$ cat src/design/pls_pkg.sv
`default_nettype none

package pls_pkg;

  // Line store geometry
  localparam int LINE_WIDTH = 128;
  localparam int PIXEL_BITS = 8;
  localparam int INDEX_BITS = $clog2(LINE_WIDTH);

  // Quotient has one bit per doubling of the line width
  localparam int QUOT_BITS  = INDEX_BITS;
  localparam int COUNT_BITS = $clog2(QUOT_BITS);

  // Column and span widths
  localparam int X_BITS    = 9;
  localparam int EDGE_BITS = 8;

  // Right end of the span sits this far above the right edge byte
  localparam logic [X_BITS:0] SPAN_BASE = 10'h100;

  // Action codes
  localparam logic ACT_LOAD  = 1'b0;
  localparam logic ACT_FETCH = 1'b1;

  // Controller states
  typedef enum logic [1:0] {
    ST_IDLE,
    ST_DIVIDE,
    ST_READ,
    ST_DONE
  } state_t;

  // Controller to datapath
  typedef struct packed {
    logic write;    // store a source pen
    logic capture;  // latch fetch operands
    logic step;     // one divider iteration
    logic read;     // registered line store read
  } cmd_t;

  // Datapath to controller
  typedef struct packed {
    logic in_range; // fetch column lies in the span
    logic last;     // final divider iteration this cycle
  } status_t;

endpackage

`default_nettype wire

$ cat src/design/pls_datapath.sv
`default_nettype none

module pls_datapath (
  input  wire logic                                clk,
  input  wire pls_pkg::cmd_t                       cmd,
  output pls_pkg::status_t                         status,
  input  wire logic [pls_pkg::INDEX_BITS-1:0]      src_index,
  input  wire logic [pls_pkg::PIXEL_BITS-1:0]      src_value,
  input  wire logic [pls_pkg::X_BITS-1:0]          dest_x,
  input  wire logic [pls_pkg::EDGE_BITS-1:0]       left_edge,
  input  wire logic [pls_pkg::EDGE_BITS-1:0]       right_edge,
  output logic      [pls_pkg::PIXEL_BITS-1:0]      pixel,
  output logic                                     inside_res,
  output logic      [pls_pkg::QUOT_BITS-1:0]       source_pos
);

  logic [pls_pkg::PIXEL_BITS-1:0] line_store [pls_pkg::LINE_WIDTH];
  logic [pls_pkg::PIXEL_BITS-1:0] rd_data;

  logic [pls_pkg::X_BITS-1:0]     rem;
  logic [pls_pkg::X_BITS-1:0]     span;
  logic [pls_pkg::QUOT_BITS-1:0]  quot;
  logic [pls_pkg::COUNT_BITS-1:0] cnt;
  logic                           inside_r;

  logic [pls_pkg::X_BITS:0]       right_end;
  logic [pls_pkg::X_BITS:0]       span_wide;
  logic [pls_pkg::X_BITS-1:0]     diff;
  logic [pls_pkg::X_BITS:0]       rem_sh;
  logic [pls_pkg::X_BITS:0]       rem_sub;
  logic                           fits;

  // Span bounds and membership
  always_comb begin
    right_end = pls_pkg::SPAN_BASE + {2'b00, right_edge};
    span_wide = right_end - {2'b00, left_edge};
    diff      = dest_x - {1'b0, left_edge};
    status.in_range = ({1'b0, dest_x} >= {2'b00, left_edge}) &&
                      ({1'b0, dest_x} < right_end);
    status.last     = cmd.step &&
                      (cnt == pls_pkg::COUNT_BITS'(pls_pkg::QUOT_BITS - 1));
  end

  // Restoring divide step: offset < span, so each step yields one quotient bit
  always_comb begin
    rem_sh  = {rem, 1'b0};
    fits    = rem_sh >= {1'b0, span};
    rem_sub = rem_sh - {1'b0, span};
  end

  always_ff @(posedge clk) begin
    if (cmd.capture) begin
      rem      <= diff;
      span     <= span_wide[pls_pkg::X_BITS-1:0];
      quot     <= '0;
      cnt      <= '0;
      inside_r <= status.in_range;
    end else if (cmd.step) begin
      rem  <= fits ? rem_sub[pls_pkg::X_BITS-1:0] : rem_sh[pls_pkg::X_BITS-1:0];
      quot <= {quot[pls_pkg::QUOT_BITS-2:0], fits};
      cnt  <= cnt + 1'b1;
    end
  end

  // Line store: one write port, one registered read port
  always_ff @(posedge clk) begin
    if (cmd.write) begin
      line_store[src_index] <= src_value;
    end
  end

  always_ff @(posedge clk) begin
    if (cmd.read) begin
      rd_data <= line_store[quot];
    end
  end

  // Background pen outside the span
  always_comb begin
    inside_res = inside_r;
    pixel      = inside_r ? rd_data : '0;
    source_pos = inside_r ? quot : '0;
  end

endmodule

`default_nettype wire

$ cat src/design/pls_ctrl.sv
`default_nettype none

module pls_ctrl (
  input  wire logic             clk,
  input  wire logic             rst,
  input  wire logic             start,
  input  wire logic             action,
  input  wire pls_pkg::status_t status,
  output pls_pkg::cmd_t         cmd,
  output logic                  busy,
  output logic                  done
);

  pls_pkg::state_t state;
  pls_pkg::state_t state_next;
  logic            accept;

  assign accept = start && !busy;

  always_ff @(posedge clk) begin
    if (rst) begin
      state <= pls_pkg::ST_IDLE;
    end else begin
      state <= state_next;
    end
  end

  // Next state
  always_comb begin
    state_next = state;
    unique case (state)
      pls_pkg::ST_IDLE, pls_pkg::ST_DONE: begin
        if (start && action == pls_pkg::ACT_FETCH) begin
          state_next = status.in_range ? pls_pkg::ST_DIVIDE : pls_pkg::ST_DONE;
        end else begin
          state_next = pls_pkg::ST_IDLE;
        end
      end
      pls_pkg::ST_DIVIDE: begin
        if (status.last) begin
          state_next = pls_pkg::ST_READ;
        end
      end
      pls_pkg::ST_READ: begin
        state_next = pls_pkg::ST_DONE;
      end
      default: begin
        state_next = pls_pkg::ST_IDLE;
      end
    endcase
  end

  // Outputs
  always_comb begin
    busy        = (state == pls_pkg::ST_DIVIDE) || (state == pls_pkg::ST_READ);
    done        = state == pls_pkg::ST_DONE;
    cmd.write   = accept && action == pls_pkg::ACT_LOAD;
    cmd.capture = accept && action == pls_pkg::ACT_FETCH;
    cmd.step    = state == pls_pkg::ST_DIVIDE;
    cmd.read    = state == pls_pkg::ST_READ;
  end

endmodule

`default_nettype wire

$ cat src/design/perspective_line_scaler_unit.sv
// Sequence: a load transaction writes the line store at its accept edge, no result.
// A fetch outside the span strobes its result in the cycle after accept; one inside
// the span runs ST_DIVIDE (one quotient bit per cycle), ST_READ, then ST_DONE.
// Throughput: loads and outside fetches 1 per cycle when not busy; inside fetches hold
// busy through divide and read. The receiver cannot stall; done marks a result.
// Reset (rst, synchronous) returns the controller to idle; the line store is not cleared.
`default_nettype none

module perspective_line_scaler_unit (
  input  wire logic                                clk,
  input  wire logic                                rst,
  input  wire logic                                start,
  output logic                                     busy,
  output logic                                     done,
  input  wire logic                                action,
  input  wire logic [pls_pkg::INDEX_BITS-1:0]      src_index,
  input  wire logic [pls_pkg::PIXEL_BITS-1:0]      src_value,
  input  wire logic [pls_pkg::X_BITS-1:0]          dest_x,
  input  wire logic [pls_pkg::EDGE_BITS-1:0]       left_edge,
  input  wire logic [pls_pkg::EDGE_BITS-1:0]       right_edge,
  output logic      [pls_pkg::PIXEL_BITS-1:0]      pixel,
  output logic                                     inside_res,
  output logic      [pls_pkg::QUOT_BITS-1:0]       source_pos
);

  pls_pkg::cmd_t    cmd;
  pls_pkg::status_t status;

  pls_ctrl u_ctrl (
    .clk    (clk),
    .rst    (rst),
    .start  (start),
    .action (action),
    .status (status),
    .cmd    (cmd),
    .busy   (busy),
    .done   (done)
  );

  pls_datapath u_datapath (
    .clk        (clk),
    .cmd        (cmd),
    .status     (status),
    .src_index  (src_index),
    .src_value  (src_value),
    .dest_x     (dest_x),
    .left_edge  (left_edge),
    .right_edge (right_edge),
    .pixel      (pixel),
    .inside_res (inside_res),
    .source_pos (source_pos)
  );

  // Fetch outside the span answers next cycle with background
  a_outside_fast: assert property (@(posedge clk) disable iff (rst)
    (start && !busy && action == pls_pkg::ACT_FETCH && !status.in_range)
      |=> (done && !inside_res))
    else $error("outside fetch did not answer next cycle");

  // Results outside the span carry zero pen and position
  a_background: assert property (@(posedge clk) disable iff (rst)
    (done && !inside_res) |-> (pixel == '0 && source_pos == '0))
    else $error("background result not zero");

  // A load transaction produces no result
  a_load_silent: assert property (@(posedge clk) disable iff (rst)
    (start && !busy && action == pls_pkg::ACT_LOAD) |=> !done)
    else $error("load transaction produced a result");

  // Controller never strobes a result while busy
  a_done_not_busy: assert property (@(posedge clk) disable iff (rst)
    done |-> !busy)
    else $error("result strobed while busy");

endmodule

`default_nettype wire

$ cat config.mk
export PLATFORM = sky130hd
export DESIGN_NAME = perspective_line_scaler_unit
export DESIGN_NICKNAME = d
export VERILOG_FILES = /design/src/design/pls_pkg.sv /design/src/design/pls_datapath.sv /design/src/design/pls_ctrl.sv /design/src/design/perspective_line_scaler_unit.sv
export SDC_FILE = /design/constraint.sdc
export NUM_CORES = 1
export LEC_CHECK = 0
export BUFFER_PORTS_ARGS = -buffer_cell sky130_fd_sc_hd__buf_2
export CAP_MARGIN = 20
export CORE_MARGIN = 10
export CORE_UTILIZATION = 45
export DETAILED_ROUTE_END_ITERATION = 12
export PLACE_DENSITY = 0.64
export SLEW_MARGIN = 20
export SYNTH_ARGS = -nofsm -noshare
export SYNTH_HDL_FRONTEND = slang
export SYNTH_HIERARCHICAL = 1
export SYNTH_SLANG_ARGS = --single-unit
$ cat constraint.sdc
create_clock -name clk -period 3.4 [get_ports clk]
set_input_delay 0.34 -clock clk [delete_from_list [all_inputs] [get_ports clk]]
set_output_delay 0.34 -clock clk [all_outputs]
set_load 0.01 [all_outputs]
* Word-level counts from Yosys, hierarchy flattened *
Memory sizes are Yosys's and may differ from the RTL's. A register that Yosys moved wholly into a read port is not among the register bits.
Index checks and enable logic that the tools add are counted.

word-level totals
  bits in registers = 31
  memory bits (writable) = 1024
  input bits = 44
  output and inout port bits = 18
  memories = 1

cells by class
  $add $sub $neg = 5
  magnitude comparators = 3
  eq/ne operators = 5
  mux-type cells = 11
  bitwise logic cells = 1
  reduce and logical (&&, ||, !) cells = 11

memories
  memory                 depth  width  read ports  clocked after Yosys merged registers in  write ports  line                text
  u_datapath.line_store  128    8      1           1                                        1            pls_datapath.sv:17  logic [pls_pkg::PIXEL_BITS-1:0] line_store [pls_pkg::LINE_WIDTH];

operators with widths
  operator              number
  $mux 9                3
  $sub 9x8->9           2
  $add 9x8->10 const A  1
  $ge 10x9->1           1
  $lt 9x10->1           1
  $ge 9x8->1            1
  $sub 9x9->9           1
  $mux 8                1
  $mux 7                1
  $logic_and 1x1->1     6
  $mux 2                3
  $pmux 2 s3            1
  $eq 2x2->1 const B    2
  $add 3x1->3 const B   1
  $eq 3x3->1 const B    1
  $eq 2x1->1 const B    1
  $logic_not 2->1       1
  $mux 1                2
  $ne 2x2->1 const B    1
  $reduce_bool 2->1     1
  $reduce_or 2->1       1
  $logic_not 1->1       1
  $logic_or 1x1->1      1
  $not 1->1             1

* Logic depth before layout (Yosys ltp) *
Gate-level depths: netlist of run 1.

  depth after elaboration = 7
  mapped depth = 11
  mapped depth without buffers = 11

* By module *
The synthesis of run 1 kept the hierarchy.

by module, submodules not included
  module        instances  cells each  area an instance (sq um)  seq. area each (sq um)
  pls_datapath  1          2209        42320.6                   31760.5
  pls_ctrl      1          19          165.2                     40.0

* Worst setup path before layout of run 1 *
Ideal clock, no wire load.

  path kind = register to register
  from = reg u_ctrl.state[0]
  to = mem u_datapath/line_store[110][0] (netlist name) (enable)
  arrival time = 2100 ps
  setup slack = 929 ps
  stages on the path, launching flop included = 10
  period minus slack after synthesis = 2471 ps
  cell sequence = dfxtp_1 -> inv_1 -> ha_1 -> nand2_1 -> nor2_1 -> clkbuf_1 -> nor2b_1 -> nand3_1 -> clkbuf_1 -> nor2_1

RTL lines
  what                    line                text
  from (decl)             pls_ctrl.sv:14      pls_pkg::state_t state;
  from (signal assigned)  pls_ctrl.sv:22      state <= pls_pkg::ST_IDLE;
  from (signal assigned)  pls_ctrl.sv:24      state <= state_next;
  to (decl)               pls_datapath.sv:17

==> out/metrics.cfg, run 1 <==
[timing]
timing.fmax_mhz = 307
tns_ps = 0
tightestPinTransition_ps = 1000
fin_crit_sh_pct = 95.8
clock_skew_ps = 19.8
setup_ws_ps = 143
relSlewSlack_pct = 33.1
maxSlewViolCount = 0
setup_viol = 0
layout_min_cycle_time_ps = 3260
rsz0062_at_grt = false
hold_viol_final = 0

[worst_setup_path]
ff2ff_path_depth = 7
crit_path_end_kind = flip-flop
crit_required_ps = 3770
critPathMaxFanout = 41
arrival_ps = 3630
cpMaxStageDelayCell = dfxtp_4
crit_chain = buf_4 > buf_12 > mux4_2 > a22oi_1 > a21oi_1 > nor2_1 > nand2_1
reg2reg_slack_ps = 140
r2r-start = u_datapath/quot[0]
slowest_delay_ps = 660
reg2reg_to = u_datapath/rd_data[4]
start_kind = flip-flop
worstSetupPathType = flip-flop to flip-flop

[synth]
synth_xor_area_share_pct = 0.433
synthArstFlopShare_pct = 0
ys.flop_type = edfxtp_1
synthMuxAreaShare_pct = 13.6
syn-num-nets = 2312
yosys.area_share.simple_pct = 4.14
synth_cells = 2228
syn_avg_cell_area_um2 = 19.1
yosysSeqAreaShare_pct = 74.8
synth-seq-cells = 1063
synth_edf_count = 1051
synth_compound_area_share_pct = 3.99
syn_area_um2 = 42500
ys_warn_count = 6
synth_cell_type_count = 47
synth_top_family_by_area = multiplexers
yosys.area_share.adder_pct = 1.23

[power_and_ir_drop]
p_leak_nw = 15.7
peakVddDrop_uv = 395
power_density_nw_per_um2 = 686

[outcome]
status = complete, no violations

[layout]
drive_above_1_share_pct = 24.7
finalInstanceArea_um2 = 49200
syn2layout_area_growth_pct = 15.7
final_common_cell = edfxtp_1
mostFrequentLayoutCells = edfxtp_1, buf_4, mux4_2, nor2_1, mux2i_1
fin_nets = 2577

[detailed_routing]
wl_per_cell_um = 26.3
wl_um = 101000
vias = 22200
ant_nets = 0
via_per_inst = 5.79
drt-initial-drc-count = 2185
drt_pass1_iterations = 5
drc_errors = 0

[grt]
grtUsageTotal_pct = 18.6
antenna_found_initial = 5
grt_remaining_overflow = 0
grt_max_degree = 93
grt_pass1_vias = 22800
grt_pass1_wl_um = 150000

[floorplanning]
die_h_um = 327
die_area_um2 = 107000
io_pins = 62
start_util_pct = 45.5
core_area_um2 = 93500
dieWidth_um = 327
row_count = 112

[clock_tree]
worstSkewPairLatency_ps = 660
htreeDepth = 3
post-cts-setup-buffers = 0
cts_buffer_depth = 3
cts_tree = done
cts_root_buf = clkbuf_16
cts.sinks = 1063
cts_inserted_buffers = 106
path_clk_slew_ps = 60

[flow_run]
max-cap-violations = 0

[placement]
dp_hpwl_um = 63900
gp_congestion = 0.851
port_buffers = 61
place_area_um2 = 45700
dp_slack_ps = 113

[hold_path]
hp-class = primary input to flip-flop
min_to = u_datapath/span[1]
hold-path-cell-count = 2
min_from = right_edge[1]

-- synthesized netlist by cell type (14+ instances only) --
library cell | count | share of area [%]
a21oi_1 | 43 | 0.51
a221oi_1 | 22 | 0.45
a22o_1 | 16 | 0.33
a22oi_1 | 96 | 1.7
a31oi_1 | 20 | 0.29
and2_1 | 17 | 0.25
and3_1 | 17 | 0.25
buf_2 | 40 | 0.47
clkbuf_1 | 60 | 0.53
edfxtp_1 | 1051 | 74
ha_1 | 37 | 1.1
inv_1 | 39 | 0.34
mux2i_1 | 145 | 3.4
mux4_2 | 192 | 10
nand2_1 | 34 | 0.30
nand3_1 | 47 | 0.55
nand4_1 | 23 | 0.34
nor2_1 | 156 | 1.4
nor2b_1 | 38 | 0.56
o21ai_0 | 15 | 0.18
xnor2_1 | 14 | 0.29
-- timing repair --
| item | 4_1_cts | 5_1_grt |
|---|---|---|
| endpoints found under the setup margin | 0 | 2 |
| hold buffers | 4 | 0 |
| resized for setup | 0 | 1 |
| endpoints found under the hold margin | 2 | 0 |
-- per-layer routing --
layer  vias to the layer above  share of wire (%)  GRT usage, %
li1                       9617                  -             -
met1                     11600                 41          25.1
met2                       844                 50          30.8
met3                       154                6.9          3.47
met4                         6                2.7          5.41
met5                         -              0.033             0
-- worst max-delay path: cells and delay by family (launching register included) --
family,cells,cell delay [ps]
DFF,1,660
buffers and inverters,2,650
and+or+nand+nor,2,600
muxes,1,550
AOI/OAI and AO/OA,2,440
-- cell families (layout without fill, tap and decap cells) --
logic type	after synthesis	after routing
buf+inv	162	518
fa+ha+maj	40	40
xor+xnor	21	21
compound gates	239	239
mux	337	337
simple gates	366	366
other cells	0	4
flops	1063	1063
-- where the power goes --
part / internal, W / switching (W) / leakage [nW]
clock network: 0.00666 / 0.00481 / 1.69
logic: 0.00326 / 0.00401 / 4.50
registers: 0.0147 / 0.000292 / 9.55
-- final cells by class --
class | instances | area (um2)
clock inverters | 72 | 661
well taps | 1254 | 1570
clock buffers | 127 | 2770
flip-flops and latches | 1063 | 31800
diodes | 4 | 10.0
repair buffers | 280 | 2250
inverters | 39 | 146
multi-input cells | 1003 | 9960
fillers | 7265 | 44300
-- state kept, by name (all words and copies together) (netlist names) --
signal / count
u_datapath/line_store: 1024
u_datapath/rem: 9
u_datapath/span: 9
u_datapath/rd_data: 8
u_datapath/quot: 7
u_datapath/cnt: 3
u_ctrl/state: 2
u_datapath/inside_res: 1
-- how the worst max path moves through the flow --
stage | depth (start not counted) | startpoint | to | slack, ps
finish | 7 | u_datapath/quot[0] | u_datapath/rd_data[4] | 140
global route | 9 | u_datapath/quot[0] | u_datapath/rd_data[5] | 70
CTS | 7 | u_datapath/quot[0] | u_datapath/rd_data[6] | 90
detailed placement | 7 | u_datapath/quot[0] | u_datapath/rd_data[6] | 110
global placement | 7 | u_datapath/quot[0] | u_datapath/rd_data[6] | 90
floorplan | 9 | u_ctrl/state[0] | u_datapath/line_store[110][0] | 930
-- per-stage QoR --
stage	hold slack (ps)	cells	total power (W)	utilization, %
after floorplan	412	2228	0.0199	-
after global placement	484	3635	0.0224	48.9
after detailed placement	496	3635	0.0225	48.9
after CTS	47.5	3838	0.0339	52.6
after global routing	72.6	3838	0.0349	52.6
final	86.1	3842	0.0337	52.6
(Power assumes the default switching activity.)
==> run 2, diff against run 1 <==
SYNTH_HIERARCHICAL = not set   (was 1)
==> out/metrics.cfg, run 2 <==
[layout]
finalInstanceArea_um2 = 49000  ; was 49200 um2
fin_nets = 2536  ; was 2577
syn2layout_area_growth_pct = 15.4  ; was 15.7%
diodes = 0  ; was 4
reg_top3 = u_datapath.line_store: 1024 flops, u_datapath.rem: 9 flops, u_datapath.span: 9 flops  ; was u_datapath/line_store: 1024 flops, u_datapath/rem: 9 flops, u_datapath/span: 9 flops
fillers = 7302  ; was 7265
final_common_cell = edfxtp_1  ; unchanged
fin_cells = 3796  ; was 3842
drive_above_1_share_pct = 23.6  ; was 24.7%
top_register = u_datapath.line_store  ; was u_datapath/line_store
largest_reg_flops = 1024  ; unchanged
mostFrequentLayoutCells = edfxtp_1, mux4_2, nor2_1, buf_4, mux2i_1  ; was edfxtp_1, buf_4, mux4_2, nor2_1, mux2i_1

[synth]
ys_warn_count = 0  ; was 6
synthTopCellsByArea = edfxtp_1, mux4_2, mux2i_1  ; unchanged
synth_cell_type_count = 46  ; was 47
synth_most_common_cell = edfxtp_1  ; unchanged
synth.top_cell.area_share_pct = 74.4  ; was 74.3%
synth-seq-cells = 1063  ; unchanged
syn_area_um2 = 42400  ; was 42500 um2
yosysSeqAreaShare_pct = 75.0  ; was 74.8%
synthArstFlopShare_pct = 0  ; unchanged
synth_edf_count = 1051  ; unchanged
synth_common_cells = edfxtp_1, mux4_2, nor2_1  ; unchanged
ys.flop_type = edfxtp_1  ; unchanged
synth_cells = 2224  ; was 2228
syn_avg_cell_area_um2 = 19.1  ; about the same
yosysTopAreaCell = edfxtp_1  ; unchanged
syn-num-nets = 2308  ; was 2312

[detailed_routing]
drc_errors = 0  ; unchanged
wl_per_cell_um = 26.0  ; was 26.3 um
wl_um = 98800  ; was 101000 um
drt-initial-drc-count = 2237  ; was 2185
ant_nets = 0  ; unchanged
via_per_inst = 5.79  ; about the same
vias = 22000  ; was 22200
drt_pass1_iterations = 6  ; was 5

[power_and_ir_drop]
p_sw_share_pct = 27.0  ; about the same
p_total_w = 0.0338  ; was 0.0337 W
power_frac_clock_pct = 34.8  ; was 34.0%
intPower_w = 0.0247  ; was 0.0246 W
p_switching_w = 0.00913  ; was 0.00910 W
peakVddDrop_uv = 477  ; was 395 uV
seqPwrFrac_pct = 44.3  ; was 44.5%
combinationalPowerShare_pct = 21.0  ; was 21.6%
p_leak_nw = 15.6  ; was 15.7 nW
power_density_nw_per_um2 = 690  ; was 686 nW/um2

[floorplanning]
die_h_um = 327  ; about the same
row_count = 112  ; unchanged
io_pins = 62  ; unchanged
die_area_um2 = 107000  ; about the same
core_area_um2 = 93500  ; unchanged
dieWidth_um = 327  ; about the same
start_util_pct = 45.4  ; was 45.5%

[timing]
layout_min_cycle_time_ps = 3020  ; was 3260 ps
clock_skew_ps = 17.6  ; was 19.8 ps
maxSlewViolCount = 0  ; unchanged
hold_viol_final = 0  ; unchanged
relSlewSlack_pct = 28.8  ; was 33.1%
tns_ps = 0  ; unchanged
setup_viol = 0  ; unchanged
timing.fmax_mhz = 331  ; was 307 MHz
rsz0062_at_grt = false  ; unchanged
tightestPinTransition_ps = 1070  ; was 1000 ps
fin_crit_sh_pct = 88.7  ; was 95.8%

[worst_setup_path]
crit_required_ps = 3810  ; was 3770 ps
arrival_ps = 3430  ; was 3630 ps
crit_chain = buf_4 > mux4_2 > a22o_1 > a221oi_1 > o22ai_1 > a221oi_1 > nand2_1  ; was buf_4 > buf_12 > mux4_2 > a22oi_1 > a21oi_1 > nor2_1 > nand2_1
crit_family = compound AO/OA/AOI/OAI gates  ; was flip-flops
cp_common_cell = a221oi_1
worstSetupPathType = flip-flop to flip-flop  ; unchanged
start_kind = flip-flop  ; unchanged
cpMaxStageDelayCell = mux4_2  ; was dfxtp_4
crit_path_end_kind = flip-flop  ; unchanged
slowest_delay_ps = 600  ; was 660 ps
path_buf_inv = 1  ; was 2
critPathMaxFanout = 18  ; was 41

[clock_tree]
post-cts-setup-buffers = 0  ; unchanged
htreeDepth = 3  ; unchanged
cts_root_buf = clkbuf_16  ; unchanged
cts.sinks = 1063  ; unchanged
cts_tree = done  ; unchanged
cts_inserted_buffers = 107  ; was 106
cts_buffer_depth = 3  ; unchanged
path_clk_slew_ps = 60  ; about the same
worstSkewPairLatency_ps = 680  ; was 660 ps

[placement]
port_buffers = 61  ; unchanged
gp_congestion = 0.861  ; was 0.851
place_area_um2 = 45400  ; was 45700 um2
dp_hpwl_um = 61700  ; was 63900 um
dp.cells = 3594  ; was 3635

[grt]
antenna_found_initial = 1  ; was 5
grt_max_degree = 129  ; was 93
grt_pass1_wl_um = 148000  ; was 150000 um
grtUsageTotal_pct = 18.3  ; was 18.6%
grt_remaining_overflow = 0  ; unchanged
grt_pass1_vias = 22700  ; was 22800

[flow_run]
max-cap-violations = 0  ; unchanged

[hold_path]
hp-class = primary input to flip-flop  ; unchanged

[outcome]
status = complete, no violations  ; unchanged

-- run 2: cell families after synthesis --
group	count (synthesis)	share of synthesized area [%]
flops	1063	75.0
simple gates	358	3.95
buf+inv	155	1.70
xor+xnor	19	0.392
fa+ha+maj	40	1.23
compound gates	254	4.20
mux	335	13.6
-- run 2: what timing repair did --
| item | CTS | global route |
|---|---|---|
| gates resized for setup | 0 | 0 |
| hold buffers | 3 | 0 |
| endpoints found under the hold margin | 2 | 0 |
-- run 2: worst paths after layout --
check / slack, ps / startpoint / depth (start not counted) / end
setup reg to reg: 380 / u_datapath.quot[0] / 7 / u_datapath.rd_data[7]
hold reg to reg: 520 / u_ctrl.state[0] / 2 / u_ctrl.state[0]
setup / recovery: 380 / u_datapath.quot[0] / 7 / u_datapath.rd_data[7]
hold / removal: 110 / left_edge[0] / 3 / u_datapath.span[0]
-- run 2: per-stage QoR --
step / hold slack, ps / worst slack, ps / util [%]
after global routing: 127 / 157 / 52.4
after detailed placement: 504 / 381 / 48.6
after floorplan: 413 / 1050 / -
after global placement: 484 / 354 / 48.6
after CTS: 84.2 / 380 / 52.4
final: 115 / 383 / 52.4
-- run 2: layout make-up --
| cell class | count | area (um2) | area share (%) |
|---|---|---|---|
| Sequential cell | 1063 | 31800 | 65.0 |
| Multi-Input combinational cell | 1006 | 9930 | 20.3 |
| Clock buffer | 122 | 2730 | 5.58 |
| Timing Repair Buffer | 236 | 1980 | 4.05 |
| Tap cell | 1254 | 1570 | 3.20 |
| Clock inverter | 77 | 801 | 1.64 |
| Inverter | 38 | 143 | 0.291 |
-- run 2: worst min-delay path: stages --
cell and delay, ps:
buf_2 100, ha_1 140, inv_1 40
-- run 2: routing by layer --
| metal | vias up | global-route usage [%] | share of wire, % |
|---|---|---|---|
| met5 | - | 0 | 0.013 |
| met3 | 141 | 3.02 | 6.8 |
| met4 | 2 | 5.31 | 2.5 |
| met1 | 11500 | 25.3 | 42 |
| met2 | 838 | 29.6 | 49 |
| li1 | 9511 | - | - |
-- run 2: power by group through the flow --
stage	clock [W]	combinational, W	sequential [W]
floorplan	0	0.00490	0.0150
global placement	0	0.00702	0.0152
detailed placement	0	0.00712	0.0152
CTS	0.0119	0.00714	0.0150
global route	0.0125	0.00758	0.0150
finish	0.0118	0.00709	0.0150
